[config.mk]
export PLATFORM = sky130hd
export DESIGN_NAME = mq_arithmetic_encoder_flat
export DESIGN_NICKNAME = d
export VERILOG_FILES = /design/src/sv/mqe_pkg.sv /design/src/sv/mqe_if.sv /design/src/sv/mq_arithmetic_encoder.sv /design/src/sv/mqe_ctx_store.sv /design/src/sv/mqe_byte_former.sv /design/src/sv/mqe_out_fifo.sv /design/src/flat_wrapper.sv
export SDC_FILE = /design/constraint.sdc
export NUM_CORES = 1
export LEC_CHECK = 0
export BUFFER_PORTS_ARGS = -buffer_cell sky130_fd_sc_hd__buf_2
export CORE_MARGIN = 10
export CORE_UTILIZATION = 30
export DETAILED_ROUTE_END_ITERATION = 8
export GPL_TIMING_DRIVEN = 0
export HOLD_SLACK_MARGIN = 0.06
export PLACE_DENSITY = 0.52
export SLEW_MARGIN = 25
export SYNTH_ARGS = -nofsm -noshare
export SYNTH_HDL_FRONTEND = slang
export SYNTH_SLANG_ARGS = --single-unit
[constraint.sdc]
create_clock -name clk -period 4.51 [get_ports clk]
set_input_delay 0.902 -clock clk [delete_from_list [all_inputs] [get_ports clk]]
set_output_delay 0.902 -clock clk [all_outputs]
set_load 0.005 [all_outputs]
[src/sv/mqe_pkg.sv]
`timescale 1ns / 1ps
`default_nettype none
// ----------------------------------------------------------------------------
// mqe_pkg: shared types and constants of the MQ arithmetic encoder
// Command codes, probability tables, byte former result and output queue
// entry.
// ----------------------------------------------------------------------------
package mqe_pkg;

  localparam int A_W    = 16;
  localparam int C_W    = 28;
  localparam int CT_W   = 4;
  localparam int BYTE_W = 8;
  localparam int ST_W   = 7;
  localparam int PW     = 6;
  localparam int NUM_PROB = 47;

  localparam logic [A_W-1:0]    A_INIT     = 16'h8000;
  localparam logic [CT_W-1:0]   CT_INIT    = 4'd12;
  localparam logic [CT_W-1:0]   CT_STUFF   = 4'd7;
  localparam logic [CT_W-1:0]   CT_PLAIN   = 4'd8;
  localparam logic [BYTE_W-1:0] BYTE_FF    = 8'hFF;
  localparam logic [C_W-1:0]    C_CARRY_MSK = 28'h7FFFFFF;
  localparam logic [C_W-1:0]    C_STUFF_MSK = 28'hFFFFF;
  localparam logic [C_W-1:0]    C_PLAIN_MSK = 28'h7FFFF;
  localparam logic [C_W-1:0]    C_FLUSH_OR  = 28'hFFFF;
  localparam logic [C_W-1:0]    C_FLUSH_SUB = 28'h8000;

  // Output queue sizing: one item emits at most three bytes.
  localparam int OUT_DEPTH = 4;
  localparam int OUT_AW    = 2;
  localparam int OUT_CW    = 3;

  typedef enum logic [1:0] {
    CMD_ENCODE = 2'd0,
    CMD_FLUSH  = 2'd1,
    CMD_START  = 2'd2,
    CMD_LOAD   = 2'd3
  } cmd_t;

  localparam logic [15:0] QE_TAB [NUM_PROB] = '{
    16'h5601, 16'h3401, 16'h1801, 16'h0AC1, 16'h0521, 16'h0221, 16'h5601, 16'h5401,
    16'h4801, 16'h3801, 16'h3001, 16'h2401, 16'h1C01, 16'h1601, 16'h5601, 16'h5401,
    16'h5101, 16'h4801, 16'h3801, 16'h3401, 16'h3001, 16'h2801, 16'h2401, 16'h2201,
    16'h1C01, 16'h1801, 16'h1601, 16'h1401, 16'h1201, 16'h1101, 16'h0AC1, 16'h09C1,
    16'h08A1, 16'h0521, 16'h0441, 16'h02A1, 16'h0221, 16'h0141, 16'h0111, 16'h0085,
    16'h0049, 16'h0025, 16'h0015, 16'h0009, 16'h0005, 16'h0001, 16'h5601
  };

  localparam logic [PW-1:0] NMPS_TAB [NUM_PROB] = '{
    6'd1,  6'd2,  6'd3,  6'd4,  6'd5,  6'd38, 6'd7,  6'd8,  6'd9,  6'd10, 6'd11, 6'd12,
    6'd13, 6'd29, 6'd15, 6'd16, 6'd17, 6'd18, 6'd19, 6'd20, 6'd21, 6'd22, 6'd23, 6'd24,
    6'd25, 6'd26, 6'd27, 6'd28, 6'd29, 6'd30, 6'd31, 6'd32, 6'd33, 6'd34, 6'd35, 6'd36,
    6'd37, 6'd38, 6'd39, 6'd40, 6'd41, 6'd42, 6'd43, 6'd44, 6'd45, 6'd45, 6'd46
  };

  localparam logic [PW-1:0] NLPS_TAB [NUM_PROB] = '{
    6'd1,  6'd6,  6'd9,  6'd12, 6'd29, 6'd33, 6'd6,  6'd14, 6'd14, 6'd14, 6'd17, 6'd18,
    6'd20, 6'd21, 6'd14, 6'd14, 6'd15, 6'd16, 6'd17, 6'd18, 6'd19, 6'd19, 6'd20, 6'd21,
    6'd22, 6'd23, 6'd24, 6'd25, 6'd26, 6'd27, 6'd28, 6'd29, 6'd30, 6'd31, 6'd32, 6'd33,
    6'd34, 6'd35, 6'd36, 6'd37, 6'd38, 6'd39, 6'd40, 6'd41, 6'd42, 6'd43, 6'd46
  };

  localparam logic SW_TAB [NUM_PROB] = '{
    1'b1, 1'b0, 1'b0, 1'b0, 1'b0, 1'b0, 1'b1, 1'b0, 1'b0, 1'b0, 1'b0, 1'b0,
    1'b0, 1'b0, 1'b1, 1'b0, 1'b0, 1'b0, 1'b0, 1'b0, 1'b0, 1'b0, 1'b0, 1'b0,
    1'b0, 1'b0, 1'b0, 1'b0, 1'b0, 1'b0, 1'b0, 1'b0, 1'b0, 1'b0, 1'b0, 1'b0,
    1'b0, 1'b0, 1'b0, 1'b0, 1'b0, 1'b0, 1'b0, 1'b0, 1'b0, 1'b0, 1'b0
  };

  // Result of forming one code byte from the pending byte and C.
  typedef struct packed {
    logic              emit;
    logic [BYTE_W-1:0] data;
    logic [BYTE_W-1:0] pend;
    logic [C_W-1:0]    code;
    logic [CT_W-1:0]   count;
  } form_res_t;

  typedef struct packed {
    logic [BYTE_W-1:0] data;
    logic              last;
  } out_item_t;

endpackage
`default_nettype wire

[src/sv/mqe_if.sv]
`timescale 1ns / 1ps
`default_nettype none
// ----------------------------------------------------------------------------
// mqe_if: channel interfaces of the MQ arithmetic encoder
// Command channel and code byte channel, valid/ready handshake.
// ----------------------------------------------------------------------------
interface mqe_in_if;
  logic       valid;
  logic       ready;
  logic [1:0] cmd;
  logic [4:0] context_index;
  logic       decision;
  logic [6:0] context_value;

  modport source (output valid, cmd, context_index, decision, context_value,
                  input ready);
  modport sink   (input valid, cmd, context_index, decision, context_value,
                  output ready);
endinterface

interface mqe_out_if;
  logic       valid;
  logic       ready;
  logic [7:0] out_byte;
  logic       last;

  modport source (output valid, out_byte, last, input ready);
  modport sink   (input valid, out_byte, last, output ready);
endinterface
`default_nettype wire

[src/sv/mq_arithmetic_encoder.sv]
`timescale 1ns / 1ps
`default_nettype none
// ----------------------------------------------------------------------------
// mq_arithmetic_encoder: MQ binary adaptive arithmetic encoder
// Command-driven MQ coder with context store, carry-holding pending byte and
// a code byte queue on the output.
// ----------------------------------------------------------------------------
// One command is taken per transfer and runs to completion before the next
// is taken. Start, load and an encode or load to a context at or above
// NUM_CONTEXTS end in their transfer cycle. An encode does context read, Qe
// lookup, interval subtract and decision and, if it renormalizes, n shifts
// (1 to 15) and an end step: the shift and byte-forming unit does one shift
// per cycle and forms a byte in the same cycle whenever the bit counter runs
// out. Flush does limit, compare, two shift and form pairs on the same byte
// former, and final and end steps. Code bytes go into a four-entry queue; a
// command is taken only while that queue holds at most one byte, so a
// waiting byte does not stop the next command. The last flag marks the
// final byte that a command produces; each byte waits in a hold register so
// that the flag is known when it is queued. Context states reset to zero
// through per-entry valid bits, so no clearing pass is needed.
// ----------------------------------------------------------------------------
module mq_arithmetic_encoder #(
  parameter int NUM_CONTEXTS = 19
) (
  input  wire logic clk,
  input  wire logic rst_n,
  mqe_in_if.sink    in_ch,
  mqe_out_if.source out_ch
);

  localparam int AW = (NUM_CONTEXTS > 1) ? $clog2(NUM_CONTEXTS) : 1;
  localparam int IW = (AW > 5) ? AW : 5;

  typedef enum logic [3:0] {
    ST_IDLE, ST_LOOK, ST_SUB, ST_DEC, ST_SHIFT,
    ST_FLIM, ST_FCMP, ST_FSH1, ST_FFM1, ST_FSH2, ST_FFM2, ST_FFIN,
    ST_END
  } state_t;

  state_t state_r;

  // coder registers
  logic [mqe_pkg::A_W-1:0]    a_r;
  logic [mqe_pkg::C_W-1:0]    c_r;
  logic [mqe_pkg::CT_W-1:0]   ct_r;
  logic [mqe_pkg::BYTE_W-1:0] pend_r;
  logic                       dummy_r;

  // per-command working registers
  logic [AW-1:0]              addr_r;
  logic                       d_r;
  logic                       mps_r;
  logic [mqe_pkg::A_W-1:0]    qe_r;
  logic [mqe_pkg::ST_W-1:0]   nst_r;
  logic [mqe_pkg::C_W-1:0]    lim_r;
  logic [mqe_pkg::CT_W-1:0]   it_r;
  logic [mqe_pkg::BYTE_W-1:0] hold_r;
  logic                       hold_vld_r;

  logic                       accept;
  logic                       in_range;
  logic                       load_ok;
  logic [IW-1:0]              in_ctx_ext;
  logic [AW-1:0]              in_addr;

  logic [mqe_pkg::ST_W-1:0]   st;
  logic [mqe_pkg::PW-1:0]     idx;
  logic [mqe_pkg::PW-1:0]     idx_c;

  logic [mqe_pkg::A_W-1:0]    a_sh;
  logic [mqe_pkg::C_W-1:0]    c_sh;
  logic [mqe_pkg::CT_W-1:0]   ct_dec;
  logic                       form_now;
  logic [mqe_pkg::C_W-1:0]    form_code;
  mqe_pkg::form_res_t         fr;

  logic                       emit_now;
  logic [mqe_pkg::BYTE_W-1:0] emit_byte;
  logic                       push;
  mqe_pkg::out_item_t         push_item;
  mqe_pkg::out_item_t         head;
  logic [mqe_pkg::OUT_CW-1:0] q_count;
  logic                       q_not_empty;

  logic                       ctx_rd_en;
  logic [mqe_pkg::ST_W-1:0]   ctx_rd_data;
  logic                       ctx_we;
  logic [AW-1:0]              ctx_waddr;
  logic [mqe_pkg::ST_W-1:0]   ctx_wdata;

  // --------------------------------------------------------------------------
  // Input side: take a command only when idle and the queue has room for the
  // up to three bytes that it can produce.
  // --------------------------------------------------------------------------
  assign in_ch.ready = (state_r == ST_IDLE) && (q_count <= mqe_pkg::OUT_CW'(1));
  assign accept      = in_ch.valid && in_ch.ready;
  assign in_ctx_ext  = IW'(in_ch.context_index);
  assign in_addr     = in_ctx_ext[AW-1:0];
  assign in_range    = (32'(in_ch.context_index) < NUM_CONTEXTS);
  assign load_ok     = in_range && (in_ch.context_value < 7'(2 * mqe_pkg::NUM_PROB));

  assign ctx_rd_en = accept && (in_ch.cmd == mqe_pkg::CMD_ENCODE) && in_range;

  // --------------------------------------------------------------------------
  // Probability lookup on the stored state; clamp a bad index to the last row.
  // --------------------------------------------------------------------------
  assign st    = ctx_rd_data;
  assign idx   = st[mqe_pkg::ST_W-1:1];
  assign idx_c = (idx >= mqe_pkg::PW'(mqe_pkg::NUM_PROB))
               ? mqe_pkg::PW'(mqe_pkg::NUM_PROB - 1) : idx;

  // --------------------------------------------------------------------------
  // Shift and byte-forming unit: one renormalization shift per cycle; the
  // byte former is shared with the two flush steps.
  // --------------------------------------------------------------------------
  assign a_sh      = {a_r[mqe_pkg::A_W-2:0], 1'b0};
  assign c_sh      = {c_r[mqe_pkg::C_W-2:0], 1'b0};
  assign ct_dec    = ct_r - 1'b1;
  assign form_code = (state_r == ST_SHIFT) ? c_sh : c_r;
  assign form_now  = ((state_r == ST_SHIFT) && (ct_dec == '0)) ||
                     (state_r == ST_FFM1) || (state_r == ST_FFM2);

  mqe_byte_former u_former (
    .pend  (pend_r),
    .code  (form_code),
    .dummy (dummy_r),
    .res   (fr)
  );

  // Each new byte pushes the held one out with last clear; the end step
  // pushes the held byte with last set.
  always_comb begin
    emit_now  = 1'b0;
    emit_byte = fr.data;
    if (form_now) begin
      emit_now = fr.emit;
    end else if (state_r == ST_FFIN) begin
      emit_now  = (pend_r != mqe_pkg::BYTE_FF);
      emit_byte = pend_r;
    end
    push           = hold_vld_r && (emit_now || (state_r == ST_END));
    push_item.data = hold_r;
    push_item.last = (state_r == ST_END);
  end

  // Context write: a load at transfer, or the state update of an encode.
  always_comb begin
    ctx_we    = 1'b0;
    ctx_waddr = in_addr;
    ctx_wdata = in_ch.context_value;
    if (state_r == ST_DEC) begin
      ctx_we    = !((mps_r == d_r) && a_r[mqe_pkg::A_W-1]);
      ctx_waddr = addr_r;
      ctx_wdata = nst_r;
    end else if (accept && (in_ch.cmd == mqe_pkg::CMD_LOAD)) begin
      ctx_we = load_ok;
    end
  end

  mqe_ctx_store #(
    .NUM_CONTEXTS (NUM_CONTEXTS),
    .AW           (AW)
  ) u_ctx (
    .clk     (clk),
    .rst_n   (rst_n),
    .rd_en   (ctx_rd_en),
    .rd_addr (in_addr),
    .rd_data (ctx_rd_data),
    .wr_en   (ctx_we),
    .wr_addr (ctx_waddr),
    .wr_data (ctx_wdata)
  );

  // --------------------------------------------------------------------------
  // Sequencer and coder registers
  // --------------------------------------------------------------------------
  always_ff @(posedge clk) begin
    if (!rst_n) begin
      state_r    <= ST_IDLE;
      a_r        <= mqe_pkg::A_INIT;
      c_r        <= '0;
      ct_r       <= mqe_pkg::CT_INIT;
      pend_r     <= '0;
      dummy_r    <= 1'b1;
      hold_vld_r <= 1'b0;
      it_r       <= '0;
    end else begin
      if (emit_now) begin
        hold_r     <= emit_byte;
        hold_vld_r <= 1'b1;
      end
      case (state_r)
        ST_IDLE: begin
          if (accept) begin
            addr_r <= in_addr;
            d_r    <= in_ch.decision;
            case (in_ch.cmd)
              mqe_pkg::CMD_ENCODE: begin
                if (in_range) begin
                  state_r <= ST_LOOK;
                end
              end
              mqe_pkg::CMD_FLUSH: begin
                state_r <= ST_FLIM;
              end
              mqe_pkg::CMD_START: begin
                a_r     <= mqe_pkg::A_INIT;
                c_r     <= '0;
                ct_r    <= mqe_pkg::CT_INIT;
                pend_r  <= '0;
                dummy_r <= 1'b1;
              end
              default: begin
                // load goes straight to the context store
              end
            endcase
          end
        end
        ST_LOOK: begin
          qe_r  <= mqe_pkg::QE_TAB[idx_c];
          mps_r <= st[0];
          if (st[0] == d_r) begin
            nst_r <= {mqe_pkg::NMPS_TAB[idx_c], st[0]};
          end else begin
            nst_r <= {mqe_pkg::NLPS_TAB[idx_c], st[0] ^ mqe_pkg::SW_TAB[idx_c]};
          end
          state_r <= ST_SUB;
        end
        ST_SUB: begin
          a_r     <= a_r - qe_r;
          state_r <= ST_DEC;
        end
        ST_DEC: begin
          it_r    <= '0;
          state_r <= ST_SHIFT;
          if (mps_r == d_r) begin
            if (a_r[mqe_pkg::A_W-1]) begin
              // interval still normalized: no shift, no state change
              c_r     <= c_r + mqe_pkg::C_W'(qe_r);
              state_r <= ST_IDLE;
            end else if (a_r < qe_r) begin
              a_r <= qe_r;
            end else begin
              c_r <= c_r + mqe_pkg::C_W'(qe_r);
            end
          end else begin
            if (a_r < qe_r) begin
              c_r <= c_r + mqe_pkg::C_W'(qe_r);
            end else begin
              a_r <= qe_r;
            end
          end
        end
        ST_SHIFT: begin
          a_r <= a_sh;
          if (form_now) begin
            c_r     <= fr.code;
            ct_r    <= fr.count;
            pend_r  <= fr.pend;
            dummy_r <= 1'b0;
          end else begin
            c_r  <= c_sh;
            ct_r <= ct_dec;
          end
          it_r <= it_r + 1'b1;
          if (a_sh[mqe_pkg::A_W-1] || (it_r == 4'd14)) begin
            state_r <= ST_END;
          end
        end
        ST_FLIM: begin
          lim_r   <= c_r + mqe_pkg::C_W'(a_r);
          c_r     <= c_r | mqe_pkg::C_FLUSH_OR;
          state_r <= ST_FCMP;
        end
        ST_FCMP: begin
          if (c_r >= lim_r) begin
            c_r <= c_r - mqe_pkg::C_FLUSH_SUB;
          end
          state_r <= ST_FSH1;
        end
        ST_FSH1, ST_FSH2: begin
          c_r     <= c_r << ct_r;
          state_r <= (state_r == ST_FSH1) ? ST_FFM1 : ST_FFM2;
        end
        ST_FFM1, ST_FFM2: begin
          c_r     <= fr.code;
          ct_r    <= fr.count;
          pend_r  <= fr.pend;
          dummy_r <= 1'b0;
          state_r <= (state_r == ST_FFM1) ? ST_FSH2 : ST_FFIN;
        end
        ST_FFIN: begin
          // drop a final 0xFF; the byte counts as sent from here on
          dummy_r <= 1'b1;
          state_r <= ST_END;
        end
        ST_END: begin
          hold_vld_r <= 1'b0;
          state_r    <= ST_IDLE;
        end
        default: begin
          state_r <= ST_IDLE;
        end
      endcase
    end
  end

  // --------------------------------------------------------------------------
  // Output queue
  // --------------------------------------------------------------------------
  mqe_out_fifo u_fifo (
    .clk       (clk),
    .rst_n     (rst_n),
    .push      (push),
    .push_item (push_item),
    .pop       (out_ch.valid && out_ch.ready),
    .head      (head),
    .not_empty (q_not_empty),
    .count     (q_count)
  );

  assign out_ch.valid    = q_not_empty;
  assign out_ch.out_byte = head.data;
  assign out_ch.last     = head.last;

endmodule
`default_nettype wire

[src/sv/mqe_ctx_store.sv]
`timescale 1ns / 1ps
`default_nettype none
// ----------------------------------------------------------------------------
// mqe_ctx_store: context probability state memory
// One write port, one registered read port; entries never written read zero.
// ----------------------------------------------------------------------------
module mqe_ctx_store #(
  parameter int NUM_CONTEXTS = 19,
  parameter int AW = 5
) (
  input  wire logic                     clk,
  input  wire logic                     rst_n,
  input  wire logic                     rd_en,
  input  wire logic [AW-1:0]            rd_addr,
  output logic [mqe_pkg::ST_W-1:0]      rd_data,
  input  wire logic                     wr_en,
  input  wire logic [AW-1:0]            wr_addr,
  input  wire logic [mqe_pkg::ST_W-1:0] wr_data
);

  logic [mqe_pkg::ST_W-1:0] mem [NUM_CONTEXTS];
  logic [NUM_CONTEXTS-1:0]  vld_r;
  logic [mqe_pkg::ST_W-1:0] rd_q_r;
  logic                     rd_vld_r;

  always_ff @(posedge clk) begin
    if (!rst_n) begin
      vld_r <= '0;
    end else if (wr_en) begin
      vld_r[wr_addr] <= 1'b1;
    end
  end

  always_ff @(posedge clk) begin
    if (wr_en) begin
      mem[wr_addr] <= wr_data;
    end
    if (rd_en) begin
      rd_q_r   <= mem[rd_addr];
      rd_vld_r <= vld_r[rd_addr];
    end
  end

  // Unwritten entries hold the reset state zero.
  assign rd_data = rd_vld_r ? rd_q_r : '0;

endmodule
`default_nettype wire

[src/sv/mqe_byte_former.sv]
`timescale 1ns / 1ps
`default_nettype none
// ----------------------------------------------------------------------------
// mqe_byte_former: code byte formation
// Add a carry into the pending byte, release it, and take the next pending
// byte out of C with bit stuffing after 0xFF.
// ----------------------------------------------------------------------------
module mqe_byte_former (
  input  wire logic [mqe_pkg::BYTE_W-1:0] pend,
  input  wire logic [mqe_pkg::C_W-1:0]    code,
  input  wire logic                       dummy,
  output mqe_pkg::form_res_t              res
);

  logic                       carry;
  logic [mqe_pkg::BYTE_W-1:0] pend_c;
  logic [mqe_pkg::C_W-1:0]    code_c;

  always_comb begin
    carry  = (pend != mqe_pkg::BYTE_FF) && code[mqe_pkg::C_W-1];
    pend_c = carry ? pend + 8'd1 : pend;
    code_c = carry ? (code & mqe_pkg::C_CARRY_MSK) : code;

    res.emit = !dummy;
    res.data = pend_c;
    if (pend_c == mqe_pkg::BYTE_FF) begin
      // stuff: only seven code bits go into the next byte
      res.pend  = code_c[27:20];
      res.code  = code_c & mqe_pkg::C_STUFF_MSK;
      res.count = mqe_pkg::CT_STUFF;
    end else begin
      res.pend  = code_c[26:19];
      res.code  = code_c & mqe_pkg::C_PLAIN_MSK;
      res.count = mqe_pkg::CT_PLAIN;
    end
  end

endmodule
`default_nettype wire

[src/sv/mqe_out_fifo.sv]
`timescale 1ns / 1ps
`default_nettype none
// ----------------------------------------------------------------------------
// mqe_out_fifo: code byte queue
// Small register queue between the coder and the output channel.
// ----------------------------------------------------------------------------
module mqe_out_fifo (
  input  wire logic                       clk,
  input  wire logic                       rst_n,
  input  wire logic                       push,
  input  wire mqe_pkg::out_item_t         push_item,
  input  wire logic                       pop,
  output mqe_pkg::out_item_t              head,
  output logic                            not_empty,
  output logic [mqe_pkg::OUT_CW-1:0]      count
);

  mqe_pkg::out_item_t          mem [mqe_pkg::OUT_DEPTH];
  logic [mqe_pkg::OUT_AW-1:0]  wr_ptr_r;
  logic [mqe_pkg::OUT_AW-1:0]  rd_ptr_r;
  logic [mqe_pkg::OUT_CW-1:0]  cnt_r;

  always_ff @(posedge clk) begin
    if (!rst_n) begin
      wr_ptr_r <= '0;
      rd_ptr_r <= '0;
      cnt_r    <= '0;
    end else begin
      if (push) begin
        wr_ptr_r <= wr_ptr_r + 1'b1;
      end
      if (pop) begin
        rd_ptr_r <= rd_ptr_r + 1'b1;
      end
      cnt_r <= cnt_r + mqe_pkg::OUT_CW'(push) - mqe_pkg::OUT_CW'(pop);
    end
  end

  always_ff @(posedge clk) begin
    if (push) begin
      mem[wr_ptr_r] <= push_item;
    end
  end

  assign head      = mem[rd_ptr_r];
  assign not_empty = (cnt_r != '0);
  assign count     = cnt_r;

endmodule
`default_nettype wire

[src/flat_wrapper.sv]
// flat-port wrapper written by rule: the top's interface ports become plain ports
module mq_arithmetic_encoder_flat 
#(
  parameter int NUM_CONTEXTS = 19
)
  (clk, rst_n, in_ch_valid, in_ch_cmd, in_ch_context_index, in_ch_decision, in_ch_context_value, in_ch_ready, out_ch_valid, out_ch_out_byte, out_ch_last, out_ch_ready);
  mqe_in_if in_ch_i ();
  mqe_out_if out_ch_i ();
  input  wire logic clk;
  input  wire logic rst_n;
  input wire logic [$bits(in_ch_i.valid)-1:0] in_ch_valid;
  input wire logic [$bits(in_ch_i.cmd)-1:0] in_ch_cmd;
  input wire logic [$bits(in_ch_i.context_index)-1:0] in_ch_context_index;
  input wire logic [$bits(in_ch_i.decision)-1:0] in_ch_decision;
  input wire logic [$bits(in_ch_i.context_value)-1:0] in_ch_context_value;
  output wire logic [$bits(in_ch_i.ready)-1:0] in_ch_ready;
  output wire logic [$bits(out_ch_i.valid)-1:0] out_ch_valid;
  output wire logic [$bits(out_ch_i.out_byte)-1:0] out_ch_out_byte;
  output wire logic [$bits(out_ch_i.last)-1:0] out_ch_last;
  input wire logic [$bits(out_ch_i.ready)-1:0] out_ch_ready;
  assign in_ch_i.valid = in_ch_valid;
  assign in_ch_i.cmd = in_ch_cmd;
  assign in_ch_i.context_index = in_ch_context_index;
  assign in_ch_i.decision = in_ch_decision;
  assign in_ch_i.context_value = in_ch_context_value;
  assign in_ch_ready = in_ch_i.ready;
  assign out_ch_valid = out_ch_i.valid;
  assign out_ch_out_byte = out_ch_i.out_byte;
  assign out_ch_last = out_ch_i.last;
  assign out_ch_i.ready = out_ch_ready;
  mq_arithmetic_encoder #(.NUM_CONTEXTS(NUM_CONTEXTS)) u_core (.clk(clk), .rst_n(rst_n), .in_ch(in_ch_i), .out_ch(out_ch_i));
endmodule
### Word level (Yosys, flattened, before mapping)

Memory sizes are Yosys's and may differ from the RTL's. A register that Yosys moved wholly into a read port is not among the register bits.
Index checks and enable logic that the tools add are counted.

| storage, ports and cells | value |
|---|---|
| flip-flop bits (word level) | 143 |
| bits in writable memories | 169 |
| ROM bits | 1,856 |
| input bits | 19 |
| output and inout bits | 11 |
| word-level logic and storage cells | 198 |
| memories kept | 6 |

Memory list:

| memory | depth | width | read ports | clocked after Yosys merged registers in | write ports | RTL line | RTL |
|---|---|---|---|---|---|---|---|
| (name not given) | 64 | 16 | 1 | 1 | 0 | mq_arithmetic_encoder.sv:220 | `qe_r <= mqe_pkg::QE_TAB[idx_c];` |
| (name not given) | 64 | 6 | 1 | 0 | 0 | mq_arithmetic_encoder.sv:223 | `nst_r <= {mqe_pkg::NMPS_TAB[idx_c], st[0]};` |
| (name not given) | 64 | 6 | 1 | 0 | 0 | mq_arithmetic_encoder.sv:225 | `nst_r <= {mqe_pkg::NLPS_TAB[idx_c], st[0] ^ mqe_pkg::SW_TAB[idx_c]};` |
| u_core.u_ctx.mem | 19 | 7 | 1 | 1 | 1 | mqe_ctx_store.sv:21 | `logic [mqe_pkg::ST_W-1:0] mem [NUM_CONTEXTS];` |
| (name not given) | 64 | 1 | 1 | 0 | 0 | mq_arithmetic_encoder.sv:225 |  |
| u_core.u_fifo.mem | 4 | 9 | 1 | 1 | 1 | mqe_out_fifo.sv:18 | `mqe_pkg::out_item_t mem [mqe_pkg::OUT_DEPTH];` |

| operators by class | value |
|---|---|
| add/subtract/negate cells | 11 |
| $lt $le $gt $ge | 10 |
| equal/unequal tests | 32 |
| shifts and indexed selects | 1 |
| mux-type cells | 69 |
| bitwise logic cells | 5 |
| reduce and logical (&&, ||, !) cells | 43 |

Operator list:

| cell | number |
|---|---|
| 2-to-1 mux 28 bit | 10 |
| one-hot mux 28 bit (7 select lines) | 1 |
| 2-to-1 mux 16 bit | 6 |
| one-hot mux 16 bit (4 select lines) | 1 |
| adder 28 x 16 -> 28 bit | 2 |
| 2-to-1 mux 8 bit | 6 |
| 2-to-1 mux 40 bit | 1 |
| one-hot mux 4 bit (10 select lines) | 1 |
| 2-to-1 mux 6 bit | 5 |
| >= comparator 28 bit | 1 |
| 2-to-1 mux 4 bit | 7 |
| left shift 28 x 4 -> 28 bit | 1 |
| subtractor 28 x 16 -> 28 bit, second input constant | 1 |
| equality test 4 bit, second input constant | 6 |
| one-hot mux 8 bit (3 select lines) | 1 |
| 2-to-1 mux 7 bit | 3 |
| bitwise OR 19 bit | 1 |
| equality test 4 x 3 -> 1 bit, second input constant | 4 |
| < comparator 16 bit | 1 |
| one-hot mux 4 bit (2 select lines) | 2 |
| AND reduction 4 bit | 4 |
| subtractor 16 bit | 1 |
| 2-to-1 mux 1 bit | 15 |
| != test 3 bit, second input constant | 5 |
| 49 further kinds | 85 |

### Logic depth before layout (Yosys ltp)

| logic depth | value |
|---|---|
| depth after elaboration | 10 |
| depth in mapped cells | 17 |
| gate-level depth less buffers | 14 |

### By module

A second synthesis with hierarchy kept.

| second synthesis, totals | value |
|---|---|
| cells, all modules | 2,033 |
| area, all modules | 21,042.7 um2 |

Modules (own cells, without submodules):

| module | instances | cells an instance | area an instance (um2) | sequential area each (um2) |
|---|---|---|---|---|
| mq_arithmetic_encoder | 1 | 1,514 | 12,330.6 | 3,213.1 |
| mqe_ctx_store | 1 | 345 | 6,294.8 | 4,614.4 |
| mqe_out_fifo | 1 | 88 | 1,730.4 | 1,261.2 |
| mqe_byte_former | 1 | 86 | 686.9 | 0.0 |

### Least setup slack after synthesis

No wires, ideal clock.

| path | value |
|---|---|
| kind | register to register |
| start point | reg u_core.ct_r[1] in the netlist's numbering |
| end point | reg u_core.u_fifo.cnt_r, in the netlist u_core.u_fifo.count[2] |
| setup time | 0.128 ns |
| arrival time | 3.814 ns |
| required time | 4.382 ns |
| path slack | 0.569 ns |
| cell stages (with the launch flop) | 18 |
| buffers on the path | 3 |
| period minus slack after synthesis | 3.941 ns |
| cell sequence | dfxtp_1 -> clkbuf_1 -> buf_2 -> buf_1 -> inv_1 -> ha_1 -> or2_2 -> o21ai_0 -> o2bb2ai_1 -> a31oi_1 -> o22ai_1 -> o21ai_1 -> ha_1 -> inv_1 -> ha_1 -> fa_1 -> xor2_1 -> nor2_1 |

| between the ends | value |
|---|---|
| longest elaborated chain between the ends | 10 |

RTL lines:

| item | RTL line | RTL |
|---|---|---|
| start: declaration | mq_arithmetic_encoder.sv:45 | `logic [mqe_pkg::CT_W-1:0] ct_r;` |
| start signal: assignment | mq_arithmetic_encoder.sv:182 | `ct_r <= mqe_pkg::CT_INIT;` |
| start signal: assignment | mq_arithmetic_encoder.sv:209 | `ct_r <= mqe_pkg::CT_INIT;` |
| start signal: assignment | mq_arithmetic_encoder.sv:258 | `ct_r <= fr.count;` |
| subtractor 4 x 1 -> 4 bit | mq_arithmetic_encoder.sv:118 | `assign ct_dec = ct_r - 1'b1;` |
| logical NOT 4 bit | mq_arithmetic_encoder.sv:120 | `assign form_now = ((state_r == ST_SHIFT) && (ct_dec == '0)) \|\|` |
| logical AND 1 bit | mq_arithmetic_encoder.sv:120 |  |
| logical OR 1 bit | mq_arithmetic_encoder.sv:120 |  |
| logical OR 1 bit | mq_arithmetic_encoder.sv:121 | `(state_r == ST_FFM1) \|\| (state_r == ST_FFM2);` |
| 2-to-1 mux 1 bit | mq_arithmetic_encoder.sv:135 | `if (form_now) begin` |
| logical OR 1 bit | mq_arithmetic_encoder.sv:141 | `push = hold_vld_r && (emit_now \|\| (state_r == ST_END));` |
| logical AND 1 bit | mq_arithmetic_encoder.sv:141 |  |
| adder 3 x 1 -> 3 bit | mqe_out_fifo.sv:35 | `cnt_r <= cnt_r + mqe_pkg::OUT_CW'(push) - mqe_pkg::OUT_CW'(pop);` |
| subtractor 3 x 1 -> 3 bit | mqe_out_fifo.sv:35 |  |
| end signal: assignment | mqe_out_fifo.sv:35 |  |
| end: declaration | mqe_out_fifo.sv:21 | `logic [mqe_pkg::OUT_CW-1:0] cnt_r;` |

No other way between the ends.
A chain may end at the register's enable or synchronous reset.

### Worst setup path in the final report

| path | value |
|---|---|
| start point | reg u_core.state_r[1] |
| end point | mem u_core.u_ctx.mem[16][2] in the netlist's numbering (data pin) |

| between the ends | value |
|---|---|
| longest elaborated chain between the ends | 2 |

RTL lines:

| item | RTL line | RTL |
|---|---|---|
| start: declaration | mq_arithmetic_encoder.sv:40 | `state_t state_r;` |
| start signal: assignment | mq_arithmetic_encoder.sv:283 | `state_r <= (state_r == ST_FSH1) ? ST_FFM1 : ST_FFM2;` |
| start signal: assignment | mq_arithmetic_encoder.sv:290 | `state_r <= (state_r == ST_FFM1) ? ST_FSH2 : ST_FFIN;` |
| equality test 4 x 2 -> 1 bit | mq_arithmetic_encoder.sv:151 | `if (state_r == ST_DEC) begin` |
| 2-to-1 mux 7 bit | mq_arithmetic_encoder.sv:151 |  |
| net u_core.ctx_wdata (one bit) | mq_arithmetic_encoder.sv:89 | `logic [mqe_pkg::ST_W-1:0] ctx_wdata;` |
| end: declaration | mqe_ctx_store.sv:21 |  |

The timed path passes the listed nets, and every way through them passes these cells.

==> summary.txt <==
Yosys
  • Gate Count Post-Synth: 1953
  • Post-synth ARST share: 0
  • Post-Syn Area: 20100 um^2
  • Area share of the largest cell type after synthesis: 0.3586
  • Yosys warns: 0
  • Area leader, netlist: edfxtp_1
  • Seq/Total Area, Yosys: 0.4522
  • #FFs+latches synth: 334
  • Number of synthesized flops with an enable pin: 240
  • Avg Cell Area, Syn: 10.29 um^2
  • Top_reg_cell synth: edfxtp_1
  • Count of cell types in the netlist: 82
  • Syn_nets: 2075
  • Synth area leaders: edfxtp_1 36%, dfxtp_1 9.4%, mux4_2 6.4%

Floorplan
  • Initial Util: 0.3041
  • Die W: 278.8 um
  • # IOs: 30
  • Row Count: 94
  • Die Ht: 278.8 um
  • Die area: 77750 um^2
  • Core box area: 66100 um^2

Route
  • 1st-iter DRT viols: 1650
  • DRT antenna net count: 0
  • Routed WL per cell: 22.54 um
  • DRC: 0
  • Vias per Instance: 5.640
  • Vias: 16440
  • DRT Pass-1 Iters: 6
  • Routed WL: 65.71 mm

Pwr
  • Static Leakage: 7.959 nW
  • Reported net switching power: 3.833 mW
  • Flop pwr share: 0.368
  • Logic pwr share: 0.334
  • Internal power: 6.535 mW
  • Worst-case vdd ir drop: 0.2925 mV
  • Power Density: 457.7 nW/um^2
  • Clk pwr share: 0.299
  • Total power: 10.37 mW
  • Sw Share: 0.3697

STA
  • Pin slew with the least headroom to its limit: 1.028 ns
  • Final setup margin: 0.1227 ns
  • Final period util: 0.9728
  • Minimum clock period: 4.387 ns
  • Peak Freq: 0.2279 GHz
  • Fin. max-slew vios: 0
  • # setup viols final: 0
  • Hold Fails Final Rpt: 0
  • Skew final: 0.02711 ns
  • Unrepaired setup endpoints after global routing: false
  • Post-route setup TNS: 0 ns
  • Slew headroom: 0.3094
  • Worst hold margin: 0.4641 ns

Clock tree
  • CTS buffer count: 37
  • Clock transition at path regs: 0.06 ns
  • Root Driver: clkbuf_16
  • Clock sinks: 334
  • CTS tree: built
  • Clock Latency Late Sink: 0.59 ns
  • CTS H-tree lvls: 2
  • Buffers inserted by post-CTS timing repair: 0
  • Worst-case clock buffer depth: 3

Placed design
  • IO Port Bufs: 28
  • Setup WS pre-CTS: -0.7139 ns
  • Placer Congestion: 0.9150
  • DP HPWL: 48.70 mm

Final layout
  • Nets@finish: 2145
  • Commonest non-fill, non-tap cells in the layout: 240 x edfxtp_1, 182 x nand2_1, 151 x a21oi_1, 146 x nor2_1, 135 x o21ai_0
  • Ant diodes: 0
  • Commonest non-fill, non-tap cell in the layout: edfxtp_1
  • Layout cell share with drive strength beyond 1: 0.1014
  • Layout filler cell count: 6700
  • Layout area overhead: 12.71%

Worst setup path
  • CP arrival: 4.65 ns
  • Crit path depth: 9
  • CP Launch Type: register
  • Most used cell, CP: clkbuf_1
  • Cells on worst reg2reg path: 9
  • Required @ worst endpoint: 4.77 ns
  • Crit-path max FO: 19
  • Delay-heaviest family, CP: buffers and inverters
  • Worst path slowest cell: clkbuf_1
  • Setup crit end kind: register
  • Critical path type: register to register
  • Max stage delay on crit path: 0.70 ns
  • WP buf/inv: 5
  • CP cell instances: nor2b_1 -> clkbuf_1 -> and2_1 -> clkbuf_1 -> clkbuf_1 -> clkbuf_1 -> clkbuf_2 -> nand2_1 -> nand2_1

Worst hold path
  • Hold Path Class: register to register
  • Hold path cells: 1

Run status
  • Status: completed

Global route
  • Largest net degree at the start of global routing: 24
  • Initial antenna violation count: 1
  • First-pass GRT wire length: 99.30 mm
  • GR Util All Layers: 0.1637
  • Vias in the first global route: 16030
  • Global route total overflow: 0

Flow run
  • Max_cap viols: 0
[through the flow]
stage / std cells / util / area, um^2
after CTS: 2915 / 0.3425 / 22640
after global placement: 2845 / 0.3226 / 21320
final: 2915 / 0.3427 / 22650
after global routing: 2915 / 0.3427 / 22650
after detailed placement: 2849 / 0.3236 / 21390
after floorplan: 1953 / - / 20100
[state kept, by name, indices dropped and copies added, names as in the netlist, named ones only]
name and count:
u_core.qe_r 13, u_core.hold_vld_r 1, u_core.dummy_r 1, u_core.u_ctx.mem 133, u_core.u_fifo.wr_ptr_r 2, u_core.hold_r 8
u_core.d_r 1, u_core.state_r 4, u_core.u_fifo.count 3, u_core.a_r 16, u_core.u_ctx.vld_r 19, u_core.u_fifo.mem 36
u_core.u_ctx.rd_q_r 7, u_core.nst_r 7, u_core.addr_r 5, u_core.c_r 28, u_core.pend_r 8, u_core.u_ctx.rd_vld_r 1
u_core.lim_r 28, u_core.ct_r 4, u_core.it_r 4, u_core.mps_r 1, u_core.u_fifo.rd_ptr_r 2
[cell type report]
cell class | instances | area, um^2 | share of cell area
Buffer | 119 | 481.7 | 0.02126
Timing Repair Buffer | 32 | 180.2 | 0.007953
Clock buffer | 51 | 1008 | 0.04452
Clock inverter | 16 | 230.2 | 0.01016
Multi-Input combinational cell | 1416 | 10270 | 0.4534
Sequential cell | 334 | 9089 | 0.4012
Inverter | 83 | 311.5 | 0.01375
Tap cell | 864 | 1081 | 0.04772
[power by group through the flow]
stage	Clock (mW)	Sequential, mW	Combinational (mW)
CTS	3.17	3.81	3.39
detailed placement	0	3.87	3.37
finish	3.10	3.81	3.46
global route	3.29	3.82	3.78
global placement	0	3.87	3.32
floorplan	0	3.72	2.40
[path summary, 6_finish.rpt]
kind                                       startpoint                 endpoint  slack, ns
worst max register to register      u_core.state_r[1]  u_core.u_ctx.mem[16][2]       0.12
worst max-delay path                u_core.state_r[1]  u_core.u_ctx.mem[16][2]       0.12
worst min register to register  u_core.u_ctx.vld_r[6]    u_core.u_ctx.vld_r[6]       0.46
worst min-delay path            u_core.u_ctx.vld_r[6]    u_core.u_ctx.vld_r[6]       0.46
[cells in the mapped netlist (all sizes together) (21+ instances only)]
| cell | number |
|---|---|
| xnor2 | 42 |
| a211oi | 32 |
| edfxtp | 240 |
| nor2 | 147 |
| o21ai | 136 |
| mux2i | 61 |
| inv | 81 |
| a21oi | 151 |
| buf | 24 |
| nand2 | 183 |
| dfxtp | 94 |
| ha | 101 |
| o21a | 38 |
| clkbuf | 96 |
| a31oi | 26 |
| nand3 | 46 |
| mux2 | 28 |
| nor3 | 40 |
| mux4 | 57 |
| xor2 | 21 |
[metal layers]
| layer | vias up | part of all wire | global-route usage | wire, um |
|---|---|---|---|---|
| met2 | 640 | 0.46 | 0.2635 | 30010 |
| li1 | 7548 | - | - | - |
| met4 | 2 | 0.038 | 0.06633 | 2510 |
| met3 | 126 | 0.066 | 0.02711 | 4362 |
| met1 | 8125 | 0.44 | 0.2161 | 28820 |
| met5 | - | 0.00020 | 0 | 13 |
[logic make-up (layout without fill, tap and decap cells)]
logic type,after synthesis,in the layout,synth area share
buf+inv,203,301,0.03909
mux,146,146,0.1099
fa+ha+maj,103,103,0.06487
compound gates,557,557,0.1797
simple gates,547,547,0.1267
flops,334,334,0.4522
xor+xnor,63,63,0.02745
[timing repair]
action	in CTS	in global routing
gates resized for setup	4	5
hold buffers	0	0
setup endpoints to repair	134	57
(Power assumes the default switching activity.)
